$ cat config.mk
export PLATFORM = sky130hd
export DESIGN_NAME = i2c_register_access_master_unit
export DESIGN_NICKNAME = d
export VERILOG_FILES = /design/src/i2c_ram_pkg.sv /design/src/i2c_register_access_master_unit.sv
export SDC_FILE = /design/constraint.sdc
export NUM_CORES = 1
export LEC_CHECK = 0
export BUFFER_PORTS_ARGS = -buffer_cell sky130_fd_sc_hd__clkbuf_2
export CORE_MARGIN = 1.5
export CORE_UTILIZATION = 33
export CTS_CLUSTER_DIAMETER = 40
export CTS_CLUSTER_SIZE = 10
export DETAILED_ROUTE_END_ITERATION = 10
export GPL_TIMING_DRIVEN = 0
export PLACE_DENSITY = 0.46
export SLEW_MARGIN = 20
export SYNTH_ARGS = -nofsm -noshare
export SYNTH_HDL_FRONTEND = slang
export SYNTH_SLANG_ARGS = --single-unit
export TNS_END_PERCENT = 5
$ cat constraint.sdc
create_clock -name clk -period 6.05 [get_ports clk]
set_input_delay 0.9075 -clock clk [delete_from_list [all_inputs] [get_ports clk]]
set_output_delay 0.9075 -clock clk [all_outputs]
set_load 0.02 [all_outputs]
$ cat src/i2c_ram_pkg.sv
// shared types and constants of the i2c register access master
package i2c_ram_pkg;

  // default width of the tick and attempt counters
  localparam int unsigned COUNT_WIDTH_DEFAULT = 16;

  // field widths
  localparam int unsigned DEV_ADDR_W = 7;
  localparam int unsigned CFG_DATA_W = 16;
  localparam int unsigned CFG_IDX_W  = 2;

  // configuration register indexes
  localparam logic [CFG_IDX_W-1:0] CFG_DEVICE_ADDRESS    = 2'd0;
  localparam logic [CFG_IDX_W-1:0] CFG_HALF_PERIOD_TICKS = 2'd1;
  localparam logic [CFG_IDX_W-1:0] CFG_RETRY_LIMIT       = 2'd2;

  // configuration reset values
  localparam logic [DEV_ADDR_W-1:0] DEVICE_ADDRESS_RESET    = 7'd81;
  localparam logic [CFG_DATA_W-1:0] HALF_PERIOD_TICKS_RESET = 16'd1000;
  localparam logic [CFG_DATA_W-1:0] RETRY_LIMIT_RESET       = 16'd1000;

  // command codes
  localparam logic [1:0] CMD_TICK  = 2'd0;
  localparam logic [1:0] CMD_READ  = 2'd1;
  localparam logic [1:0] CMD_WRITE = 2'd2;

  // one bus tick going in
  typedef struct packed {
    logic [1:0] command;
    logic [7:0] reg_addr;
    logic [7:0] write_data;
    logic       sda_in;
  } i2c_ram_in_t;

  // line levels and status for one tick
  typedef struct packed {
    logic       scl_level;
    logic       sda_enable;
    logic       sda_level;
    logic       busy_res;
    logic       done_res;
    logic       error;
    logic [7:0] read_data;
  } i2c_ram_out_t;

endpackage

$ cat src/i2c_register_access_master_unit.sv
// i2c master for one-byte register reads and writes, one bus tick per transfer
//
// Usage: every transfer on the input channel (in_valid/in_ready, in_data) is one tick
// of the bus sequencer and yields exactly one transfer on the output channel
// (out_valid/out_ready, out_data) carrying the SCL/SDA drive levels and status for
// that tick. A read or write command is taken only while no transaction runs; the
// transaction starts on that same tick. done_res marks the last tick, error with it
// reports that the device address was not acknowledged within the retry budget.
// out_valid rises in the cycle after the input transfer; throughput, while the receiver
// keeps up, is one tick per clock, set by the single output register between the state
// update and the output channel. When the receiver stalls, the result waits in the output
// register and in_ready drops until it is taken, so no tick is lost or repeated.
// Configuration (cfg_valid/cfg_ready, cfg_index, cfg_data) is always ready: index 0
// device address, 1 half period in ticks, 2 retry limit; writes belong to idle time.
// Synchronous reset returns the sequencer to idle with SCL low and SDA released,
// clears the read byte and restores address 81, half period 1000, retry limit 1000.
module i2c_register_access_master_unit #(
  parameter int unsigned COUNT_WIDTH = i2c_ram_pkg::COUNT_WIDTH_DEFAULT
) (
  input  logic                                   clk,
  input  logic                                   rst,
  input  logic                                   in_valid,
  output logic                                   in_ready,
  input  i2c_ram_pkg::i2c_ram_in_t               in_data,
  output logic                                   out_valid,
  input  logic                                   out_ready,
  output i2c_ram_pkg::i2c_ram_out_t              out_data,
  input  logic                                   cfg_valid,
  output logic                                   cfg_ready,
  input  logic [i2c_ram_pkg::CFG_IDX_W-1:0]      cfg_index,
  input  logic [i2c_ram_pkg::CFG_DATA_W-1:0]     cfg_data
);

  localparam int unsigned CMP_W = (COUNT_WIDTH + 1 > i2c_ram_pkg::CFG_DATA_W + 1) ?
                                  COUNT_WIDTH + 1 : i2c_ram_pkg::CFG_DATA_W + 1;
  localparam int unsigned ATT_W = (COUNT_WIDTH > i2c_ram_pkg::CFG_DATA_W) ?
                                  COUNT_WIDTH : i2c_ram_pkg::CFG_DATA_W;

  typedef enum logic [3:0] {
    PH_IDLE, PH_ST1, PH_ST2, PH_WH, PH_WL, PH_AK, PH_RH, PH_RL, PH_NK, PH_SP1, PH_SP2
  } phase_t;

  typedef enum logic [1:0] {
    KIND_WADDR, KIND_REG, KIND_DATA, KIND_RADDR
  } kind_t;

  // configuration registers
  logic [i2c_ram_pkg::DEV_ADDR_W-1:0] device_address;
  logic [i2c_ram_pkg::CFG_DATA_W-1:0] half_period_ticks;
  logic [i2c_ram_pkg::CFG_DATA_W-1:0] retry_limit;

  // sequencer state
  phase_t                 phase, phase_next;
  kind_t                  kind, kind_next;
  logic [3:0]             bit_index, bit_index_next;
  logic [COUNT_WIDTH-1:0] tick_count, tick_count_next;
  logic [COUNT_WIDTH-1:0] attempt_count, attempt_count_next;
  logic [7:0]             shift_byte, shift_byte_next;
  logic                   is_read, is_read_next;
  logic [7:0]             held_reg_addr, held_reg_addr_next;
  logic [7:0]             held_data, held_data_next;
  logic [7:0]             read_result, read_result_next;

  i2c_ram_pkg::i2c_ram_out_t result;
  logic                      in_xfer;
  logic                      seg_end;
  phase_t                    line_phase;
  logic                      line_bit;

  // line levels for each phase
  function automatic logic [2:0] lines_of(phase_t ph, logic b);
    logic [2:0] l;
    case (ph)
      PH_ST1:  l = 3'b011;
      PH_ST2:  l = 3'b110;
      PH_WH:   l = {2'b11, b};
      PH_WL:   l = {2'b01, b};
      PH_AK:   l = 3'b100;
      PH_RH:   l = 3'b100;
      PH_RL:   l = 3'b000;
      PH_NK:   l = 3'b111;
      PH_SP1:  l = 3'b010;
      PH_SP2:  l = 3'b111;
      default: l = 3'b000;
    endcase
    return l;
  endfunction

  assign in_ready  = !out_valid || out_ready;
  assign in_xfer   = in_valid && in_ready;
  assign cfg_ready = 1'b1;

  // next state for one tick
  always_comb begin
    phase_next         = phase;
    kind_next          = kind;
    bit_index_next     = bit_index;
    tick_count_next    = tick_count;
    attempt_count_next = attempt_count;
    shift_byte_next    = shift_byte;
    is_read_next       = is_read;
    held_reg_addr_next = held_reg_addr;
    held_data_next     = held_data;
    read_result_next   = read_result;
    result             = '0;
    seg_end            = 1'b0;

    // command start while idle
    if (phase == PH_IDLE &&
        (in_data.command == i2c_ram_pkg::CMD_READ ||
         in_data.command == i2c_ram_pkg::CMD_WRITE)) begin
      is_read_next       = (in_data.command == i2c_ram_pkg::CMD_READ);
      held_reg_addr_next = in_data.reg_addr;
      held_data_next     = in_data.write_data;
      attempt_count_next = '0;
      bit_index_next     = '0;
      kind_next          = KIND_WADDR;
      phase_next         = PH_ST1;
      tick_count_next    = '0;
    end

    line_phase = phase_next;
    line_bit   = shift_byte_next[7];
    {result.scl_level, result.sda_enable, result.sda_level} = lines_of(line_phase, line_bit);
    result.busy_res = (phase_next != PH_IDLE);

    if (phase_next != PH_IDLE) begin
      // read bits are sampled on the first tick of scl high
      if (phase_next == PH_RH && tick_count_next == '0) begin
        shift_byte_next = {shift_byte_next[6:0], in_data.sda_in};
      end
      seg_end = (CMP_W'(tick_count_next) + CMP_W'(1) >= CMP_W'(half_period_ticks)) ||
                (tick_count_next == '1);
      if (seg_end) begin
        tick_count_next = '0;
        case (phase_next)
          PH_ST1: phase_next = PH_ST2;
          PH_ST2: begin
            shift_byte_next = {device_address, kind_next == KIND_RADDR};
            bit_index_next  = '0;
            phase_next      = PH_WH;
          end
          PH_WH: phase_next = PH_WL;
          PH_WL: begin
            shift_byte_next = {shift_byte_next[6:0], 1'b0};
            bit_index_next  = bit_index_next + 4'd1;
            phase_next      = (bit_index_next < 4'd8) ? PH_WH : PH_AK;
          end
          PH_AK: begin
            if (kind_next == KIND_WADDR || kind_next == KIND_RADDR) begin
              if (ATT_W'(attempt_count_next) > ATT_W'(retry_limit)) begin
                // retries exhausted: end without stop
                result.done_res = 1'b1;
                result.error    = 1'b1;
                phase_next      = PH_IDLE;
              end else begin
                if (attempt_count_next != '1) begin
                  attempt_count_next = attempt_count_next + COUNT_WIDTH'(1);
                end
                if (in_data.sda_in) begin
                  phase_next = PH_ST1;
                end else if (kind_next == KIND_WADDR) begin
                  kind_next       = KIND_REG;
                  shift_byte_next = held_reg_addr_next;
                  bit_index_next  = '0;
                  phase_next      = PH_WH;
                end else begin
                  shift_byte_next = '0;
                  bit_index_next  = '0;
                  phase_next      = PH_RH;
                end
              end
            end else if (kind_next == KIND_REG) begin
              if (is_read_next) begin
                kind_next          = KIND_RADDR;
                attempt_count_next = '0;
                phase_next         = PH_ST1;
              end else begin
                kind_next       = KIND_DATA;
                shift_byte_next = held_data_next;
                bit_index_next  = '0;
                phase_next      = PH_WH;
              end
            end else begin
              phase_next = PH_SP1;
            end
          end
          PH_RH: phase_next = PH_RL;
          PH_RL: begin
            bit_index_next = bit_index_next + 4'd1;
            phase_next     = (bit_index_next < 4'd8) ? PH_RH : PH_NK;
          end
          PH_NK:  phase_next = PH_SP1;
          PH_SP1: phase_next = PH_SP2;
          PH_SP2: begin
            result.done_res = 1'b1;
            if (is_read_next) begin
              read_result_next = shift_byte_next;
            end
            phase_next = PH_IDLE;
          end
          default: phase_next = PH_IDLE;
        endcase
      end else begin
        tick_count_next = tick_count_next + COUNT_WIDTH'(1);
      end
    end

    result.read_data = read_result_next;
  end

  // configuration writes
  always_ff @(posedge clk) begin
    if (rst) begin
      device_address    <= i2c_ram_pkg::DEVICE_ADDRESS_RESET;
      half_period_ticks <= i2c_ram_pkg::HALF_PERIOD_TICKS_RESET;
      retry_limit       <= i2c_ram_pkg::RETRY_LIMIT_RESET;
    end else if (cfg_valid && cfg_ready) begin
      case (cfg_index)
        i2c_ram_pkg::CFG_DEVICE_ADDRESS:
          device_address <= cfg_data[i2c_ram_pkg::DEV_ADDR_W-1:0];
        i2c_ram_pkg::CFG_HALF_PERIOD_TICKS: half_period_ticks <= cfg_data;
        i2c_ram_pkg::CFG_RETRY_LIMIT:       retry_limit       <= cfg_data;
        default: ;
      endcase
    end
  end

  // sequencer state and output register
  always_ff @(posedge clk) begin
    if (rst) begin
      phase         <= PH_IDLE;
      kind          <= KIND_WADDR;
      bit_index     <= '0;
      tick_count    <= '0;
      attempt_count <= '0;
      shift_byte    <= '0;
      is_read       <= 1'b0;
      held_reg_addr <= '0;
      held_data     <= '0;
      read_result   <= '0;
      out_valid     <= 1'b0;
    end else if (in_xfer) begin
      phase         <= phase_next;
      kind          <= kind_next;
      bit_index     <= bit_index_next;
      tick_count    <= tick_count_next;
      attempt_count <= attempt_count_next;
      shift_byte    <= shift_byte_next;
      is_read       <= is_read_next;
      held_reg_addr <= held_reg_addr_next;
      held_data     <= held_data_next;
      read_result   <= read_result_next;
      out_valid     <= 1'b1;
    end else if (out_ready) begin
      out_valid <= 1'b0;
    end
  end

  always_ff @(posedge clk) begin
    if (in_xfer) begin
      out_data <= result;
    end
  end

  // checks
  a_done_busy: assert property (@(posedge clk) disable iff (rst)
    out_valid && out_data.done_res |-> out_data.busy_res)
    else $error("done without busy");

  a_err_done: assert property (@(posedge clk) disable iff (rst)
    out_valid && out_data.error |-> out_data.done_res)
    else $error("error without done");

  a_idle_tick: assert property (@(posedge clk) disable iff (rst)
    phase == PH_IDLE |-> tick_count == '0)
    else $error("tick counter running while idle");

  a_xfer_out: assert property (@(posedge clk) disable iff (rst)
    in_xfer |=> out_valid)
    else $error("input transfer gave no result");

endmodule

==> flow_metrics.py, run 1 <==
metrics = {
    "route": {
        "vias": 7423,
        "drtIter0Drc": 513,
        "antenna_left": 0,
        "drc": 0,
        "wl_per_cell_um": 19.4,
        "vias_per_cell": 5.31,
        "drtPass1Iterations": 5,
        "totalWireLength_um": 27100,
    },
    "clocking": {
        "cts_tree": "done",
        "clock_sinks": 129,
        "clk_pin_slew_ns": 0.06,
        "numCtsBuffers": 17,
        "holdBufCountCts": 0,
        "cts-root-buf": "clkbuf_16",
        "insertion_delay_ns": 0.43,
        "clockBufferDepth": 2,
        "htree_levels": 4,
    },
    "worst_setup_path": {
        "r2r_end": "out_data[9]",
        "r2r_start": "phase[2]",
        "r2r_cells": 20,
        "crit_chain": "clkbuf_2, inv_1, ha_1, nor3_2, nand2_2, clkbuf_4, clkbuf_2, nand2_1, inv_1, ha_1, and3_4, nand2_1, xor2_1, nor2_1, ha_1, a211oi_1, o21ai_0, a21o_1, o221ai_2, and2_4, buf_2, buf_2, o21bai_1",
        "crit_top_cell": "ha_1",
        "crit_slowest_cell": "o221ai_2",
        "end_kind": "register",
        "arrival_ns": 5.84,
        "r2r_slack_ns": 0.83,
        "slowest_delay_ns": 0.36,
        "path_delay_family": "buffers and inverters",
        "crit_buf_inv": 7,
        "required_ns": 6.22,
        "startpoint": "in_data[18]",
        "criticalPathCategory": "in -> reg",
        "cp-start-kind": "input pin",
        "worstPathMaxFanout": 10,
    },
    "synth": {
        "synth_fa_ha_area_share_pct": 6.41,
        "synth_xor_area_share_pct": 1.69,
        "yosys-top-cells-area": "dfxtp_1, nand2_1, ha_1",
        "synth_seq_cells": 129,
        "synth_cell_types": 77,
        "syn_inst": 999,
        "yosys-top-cells-count": "nand2_1, dfxtp_1, nor2_1, a21oi_1, inv_1",
        "yosys.area.top_type": "dfxtp_1",
        "muxShareOfSynthArea_pct": 6.20,
        "synth_most_common_cell": "nand2_1",
        "yosys.area_share.simple_pct": 24.6,
        "ys_seq_area_share_pct": 35.0,
        "synth_area_um2": 7770,
        "syn_area_per_cell_um2": 7.78,
        "synth_top_area_share_pct": 29.6,
        "synth_top_family_by_area": "simple AND/OR/NAND/NOR gates",
        "synth_compound_area_share_pct": 20.7,
        "synth_edf_count": 14,
        "synth_warnings": 0,
        "syn_nets": 1080,
        "synth-async-reset-ratio_pct": 0,
        "synth_ff_type": "dfxtp_1",
    },
    "outcome": {
        "status": "finished, final reports clean",
    },
    "power": {
        "finalPower_uw": 2260,
        "power-per-cell-area_nw_per_um2": 249,
        "leakage_uw": 0.00353,
        "vdd_drop_max_uv": 140,
    },
    "min_path": {
        "min_to": "held_data[2]",
        "holdPathStages": 2,
        "min_from": "held_data[2]",
        "hold_class": "reg -> reg",
    },
    "timing": {
        "drv_slew": 0,
        "min_period_over_period_pct": 93.7,
        "fin_crit_ns": 5.67,
        "hold_viol_final": 0,
        "worstMarginPinSlew_ns": 0.942,
        "worst_hold_slack_ns": 0.453,
        "rsz0062_at_grt": "false",
        "fmax_ghz": 0.176,
        "setup_violations": 0,
        "finalClockSkew_ns": 0.0108,
        "maxSlewHeadroom_pct": 37.0,
    },
    "floorplan": {
        "dieArea_um2": 24500,
        "start_util_pct": 34.0,
        "rows": 55,
        "boundaryPins": 59,
        "die_x_um": 156,
        "core_um2": 22800,
        "die_h_um": 156,
    },
    "final_layout": {
        "n_antenna_cell": 0,
        "drive_gt1_share_pct": 13.2,
        "fin_nets": 1155,
        "final_area_um2": 9070,
        "area_growth_syn_to_layout_pct": 16.8,
        "nFillCells": 2471,
    },
    "placement": {
        "place_hpwl_um": 20200,
        "gp_congestion": 0.868,
        "place_area_um2": 8450,
        "numPortBuffers": 57,
    },
    "global_route": {
        "grt_use_total_pct": 23.4,
        "antenna_found_initial": 0,
        "grt-ovfl-total": 0,
        "grt_pass1_wl_um": 42700,
        "grt_max_degree": 21,
        "grt_pass1_vias": 7318,
    },
    "job": {
        "cap_violations": 0,
    },
}
power breakdown:
part           total [µW]  internal [µW]  switching [µW]
clock                1070            653             416
sequential            910            894            16.2
combinational         278           81.5             196
cells by family (layout without fill, tap and decap cells):
group | after synthesis | after routing
muxes | 46 | 46
other | 1 | 1
buffers and inverters | 106 | 193
xor gates and xnor gates | 15 | 15
and+or+nand+nor | 413 | 413
AOI/OAI and AO/OA | 249 | 249
DFF | 129 | 129
adders and majority gates | 40 | 40
worst register-to-register path, cell delays in order, from the launching register on:
cell	delay, ns
dfxtp_1	0.44
nor2_1	0.15
nand2_2	0.27
clkbuf_4	0.35
clkbuf_2	0.35
nand2_1	0.16
inv_1	0.12
ha_1	0.28
and3_4	0.25
nand2_1	0.07
xor2_1	0.15
nor2_1	0.17
ha_1	0.29
a211oi_1	0.26
o21ai_0	0.14
a21o_1	0.19
o221ai_2	0.36
and2_4	0.27
buf_2	0.25
buf_2	0.32
o21bai_1	0.12
metrics by stage:
| step | std cells | util [%] | setup TNS [ns] | setup slack [ns] |
|---|---|---|---|---|
| after floorplan | 999 | - | 0 | 1.05 |
| after global placement | 1369 | 37.0 | -73.79 | -1.43 |
| after detailed placement | 1369 | 37.0 | -70.92 | -1.34 |
| after CTS | 1400 | 39.7 | 0 | 0.0871 |
| after global routing | 1399 | 39.7 | 0 | 0.0135 |
| final | 1399 | 39.7 | 0 | 0.381 |
what timing repair did:
| action | 4_1_cts | 5_1_grt |
|---|---|---|
| pin swaps | 0 | 0 |
| endpoints found under the setup margin | 68 | 61 |
| cloned | 0 | 0 |
| resized for setup | 5 | 4 |
| setup buffers | 0 | 0 |
worst max path at each step:
stage	endpoint	slack, ns	cells past startpoint
global placement	out_data[9]	-1.43	23
global route	tick_count[8]	0.01	24
finish	out_data[9]	0.38	23
floorplan	out_data[9]	1.05	22
detailed placement	out_data[9]	-1.34	23
CTS	shift_byte[6]	0.09	18
area by class of cell:
type	instances	area, µm²	share of cell area [%]
Multi-Input combinational cell	764	4650	51.2
Tap cell	313	392	4.32
Clock inverter	12	129	1.42
Sequential cell	129	2720	30.0
Timing Repair Buffer	57	285	3.14
Clock buffer	19	475	5.24
Buffer	49	210	2.32
Inverter	56	210	2.32
layout by cell type (no fill, tap or decap), drive strengths merged, types with 4 or more instances in the layout:
master / n
edfxtp: 14
nand3: 43
inv: 56
and3: 7
a31oi: 14
or2: 6
o21bai: 9
o31ai: 6
or4: 7
clkinv: 7
mux2: 17
and2: 14
buf: 17
a21oi: 95
a211o: 17
a22oi: 11
nor4: 8
nor3: 11
nand4: 16
mux2i: 29
xor2: 11
a211oi: 12
ha: 39
or3: 4
nor2: 97
clkbuf: 108
a311oi: 8
nand2b: 7
o211ai: 6
o21ai: 44
dfxtp: 115
xnor2: 4
nand2: 176
nor2b: 6
flip-flops by register name, summed over array words and instances (netlist names):
name               flops
kind                   2
device_address         7
held_reg_addr          8
held_data              8
phase                  4
shift_byte             8
half_period_ticks     16
read_result            8
out_valid              1
attempt_count         16
is_read                1
retry_limit           16
tick_count            16
bit_index              4
out_data              14
layer usage:
layer	GRT usage (%)	vias up	part of all wire, %
li1	-	3701	-
met1	33.1	3469	48
met2	36.0	228	43
met3	4.76	25	6.8
met4	6.17	0	1.7
met5	0	-	0
Note: power is estimated with default switching activity, not from simulation.
==> inputs of run 2 (changes only) <==
HOLD_SLACK_MARGIN = 0.12   (was not set)
clock period = 7.3 ns   (was 6.05 ns; I/O delays follow)
==> run 2 against run 1 <==
Compared with the run above:
- core utilization shrank 0.10 points
- non-clock buffer count unchanged
- total power fell by 17%
- final cell count is the same
- setup slack gained 0.39 ns
- worst hold slack about the same
- clock skew is essentially flat
- register-to-register slack better by 0.67 ns
- via count rose by 0.40%
- count of clock-buffer cells in the layout did not move
- routed wire length fell by 0.27%
- first-iteration DRC count decreased by 5.7%
- critical endpoint unchanged
- largest power group unchanged
- highest routed layer unchanged
==> flow_metrics.py, run 2 (synthesis results as in run 1) <==
metrics = {
    "job": {
        "cap_violations": 0,
    },
    "worst_setup_path": {
        "required_ns": 7.45,
        "cp-start-kind": "input pin",
        "path_delay_family": "buffers and inverters",
        "crit_slowest_cell": "clkbuf_1",
        "arrival_ns": 6.68,
        "slowest_delay_ns": 0.62,
        "r2r_cells": 19,
        "crit_chain": "clkbuf_2, inv_1, ha_1, or3_4, nor2_1, buf_2, clkbuf_1, clkbuf_1, nor2_1, ha_1, a211oi_1, o21bai_1, o21ba_2, o221ai_1, and2_4, buf_2, buf_1, o21bai_1",
        "crit_cells": 18,
        "end_kind": "register",
        "crit_buf_inv": 7,
        "worstPathMaxFanout": 10,
        "criticalPathCategory": "in -> reg",
    },
    "final_layout": {
        "layoutNonFillerInstCount": 1399,
        "drive_gt1_share_pct": 12.6,
        "area_growth_syn_to_layout_pct": 16.5,
        "final_area_um2": 9050,
        "nFillCells": 2474,
        "seq_area_um2": 2720,
        "multi_input_area_um2": 4630,
        "final_common_cell": "nand2_1",
        "n_antenna_cell": 0,
        "layout_common_cells": "nand2_1, dfxtp_1, nor2_1",
        "fin_nets": 1155,
    },
    "clocking": {
        "clockBufferDepth": 2,
        "cts_tree": "done",
        "clk_pin_slew_ns": 0.06,
        "clock_sinks": 129,
        "insertion_delay_ns": 0.42,
        "numCtsBuffers": 17,
        "htree_levels": 4,
        "cts_setup_buffers": 0,
        "cts-root-buf": "clkbuf_16",
    },
    "floorplan": {
        "die_h_um": 156,
        "start_util_pct": 34.0,
        "rows": 55,
        "core_um2": 22800,
        "boundaryPins": 59,
        "die_x_um": 156,
        "dieArea_um2": 24500,
    },
    "route": {
        "drtPass1Iterations": 7,
        "drtIter0Drc": 484,
        "drc": 0,
        "antenna_left": 0,
        "wl_per_cell_um": 19.3,
        "totalWireLength_um": 27000,
        "vias": 7453,
        "vias_per_cell": 5.33,
    },
    "global_route": {
        "grt_pass1_vias": 7311,
        "grt_max_degree": 21,
        "grt_pass1_wl_um": 42700,
        "grt-ovfl-total": 0,
        "antenna_found_initial": 1,
        "grt_use_total_pct": 23.4,
    },
    "timing": {
        "worst_hold_slack_ns": 0.453,
        "finalClockSkew_ns": 0.0107,
        "rsz0062_at_grt": "false",
        "fin_crit_ns": 6.53,
        "worstMarginPinSlew_ns": 0.954,
        "min_period_over_period_pct": 89.5,
        "fmax_ghz": 0.153,
        "hold_viol_final": 0,
        "maxSlewHeadroom_pct": 36.2,
        "drv_slew": 0,
        "setup_ws_ns": 0.769,
        "setup_violations": 0,
        "fin_tns_setup_ns": 0,
    },
    "power": {
        "vdd_drop_max_uv": 118,
        "power-per-cell-area_nw_per_um2": 207,
        "leakage_uw": 0.00352,
    },
    "placement": {
        "dp.cells": 1369,
        "gp_congestion": 0.868,
        "preCtsSetupSlack_ns": -0.279,
        "place_area_um2": 8450,
        "numPortBuffers": 57,
        "place_hpwl_um": 20200,
    },
    "min_path": {
        "hold_class": "reg -> reg",
        "holdPathStages": 2,
    },
    "outcome": {
        "status": "finished, final reports clean",
    },
}
run 2: cell counts in the layout (fill, tap and decap cells not counted):
No cell type changed its count.
run 2: final cells by class:
class                           instances  share of cell area, %
Multi-Input combinational cell        764                   51.2
Sequential cell                       129                   30.1
Clock buffer                           19                   5.25
Tap cell                              313                   4.33
Timing Repair Buffer                   57                   3.15
Inverter                               56                   2.32
Buffer                                 49                   2.27
Clock inverter                         12                   1.42
run 2: worst register-to-register path: stages (launching register included):
cell and delay [ns]:
dfxtp_1 0.45, nor2_1 0.14, nand2_1 0.43, clkbuf_2 0.59
nand2_1 0.20, inv_1 0.13, ha_1 0.28, and3_4 0.25
nand2_1 0.07, xor2_1 0.15, nor2_1 0.18, ha_1 0.29
a211oi_1 0.26, o21ai_0 0.14, a21o_1 0.18, o221ai_1 0.54
and2_4 0.30, buf_2 0.25, buf_1 0.52, o21bai_1 0.16
run 2: timing repair:
action                                  CTS  global route
hold buffers                              0             0
gates resized for setup                   0             3
endpoints found under the setup margin    0            27
run 2: per-layer routing:
metal / share of wire, % / track usage [%] / wire length, µm / up-vias
met1: 49 / 33.1 / 13200 / 3485
met3: 6.3 / 4.82 / 1690 / 34
met4: 1.9 / 6.71 / 503 / 0
met5: 0 / 0 / 0 / -
li1: - / - / - / 3706
met2: 43 / 35.7 / 11600 / 228
run 2: per-stage QoR:
step / power, µW / utilization (%)
6_report: 1870 / 39.6
5_1_grt: 1940 / 39.6
4_1_cts: 1880 / 39.6
3_5_place_dp: 999 / 37.0
3_3_place_gp: 999 / 37.0
2_1_floorplan: 902 / -
run 2: worst paths after layout:
path | from | to | slack [ns]
setup / recovery | in_data[18] | out_data[9] | 0.77
hold reg to reg | held_data[2] | held_data[2] | 0.45
hold / removal | held_data[2] | held_data[2] | 0.45
setup reg to reg | phase[2] | out_data[9] | 1.50
run 2: report_power, final:
| group | total [µW] | internal [µW] | leakage, µW | switching, µW |
|---|---|---|---|---|
| Clock | 886 | 542 | 0.000292 | 344 |
| Sequential | 754 | 741 | 0.00107 | 13.4 |
| Combinational | 229 | 66.5 | 0.00216 | 163 |
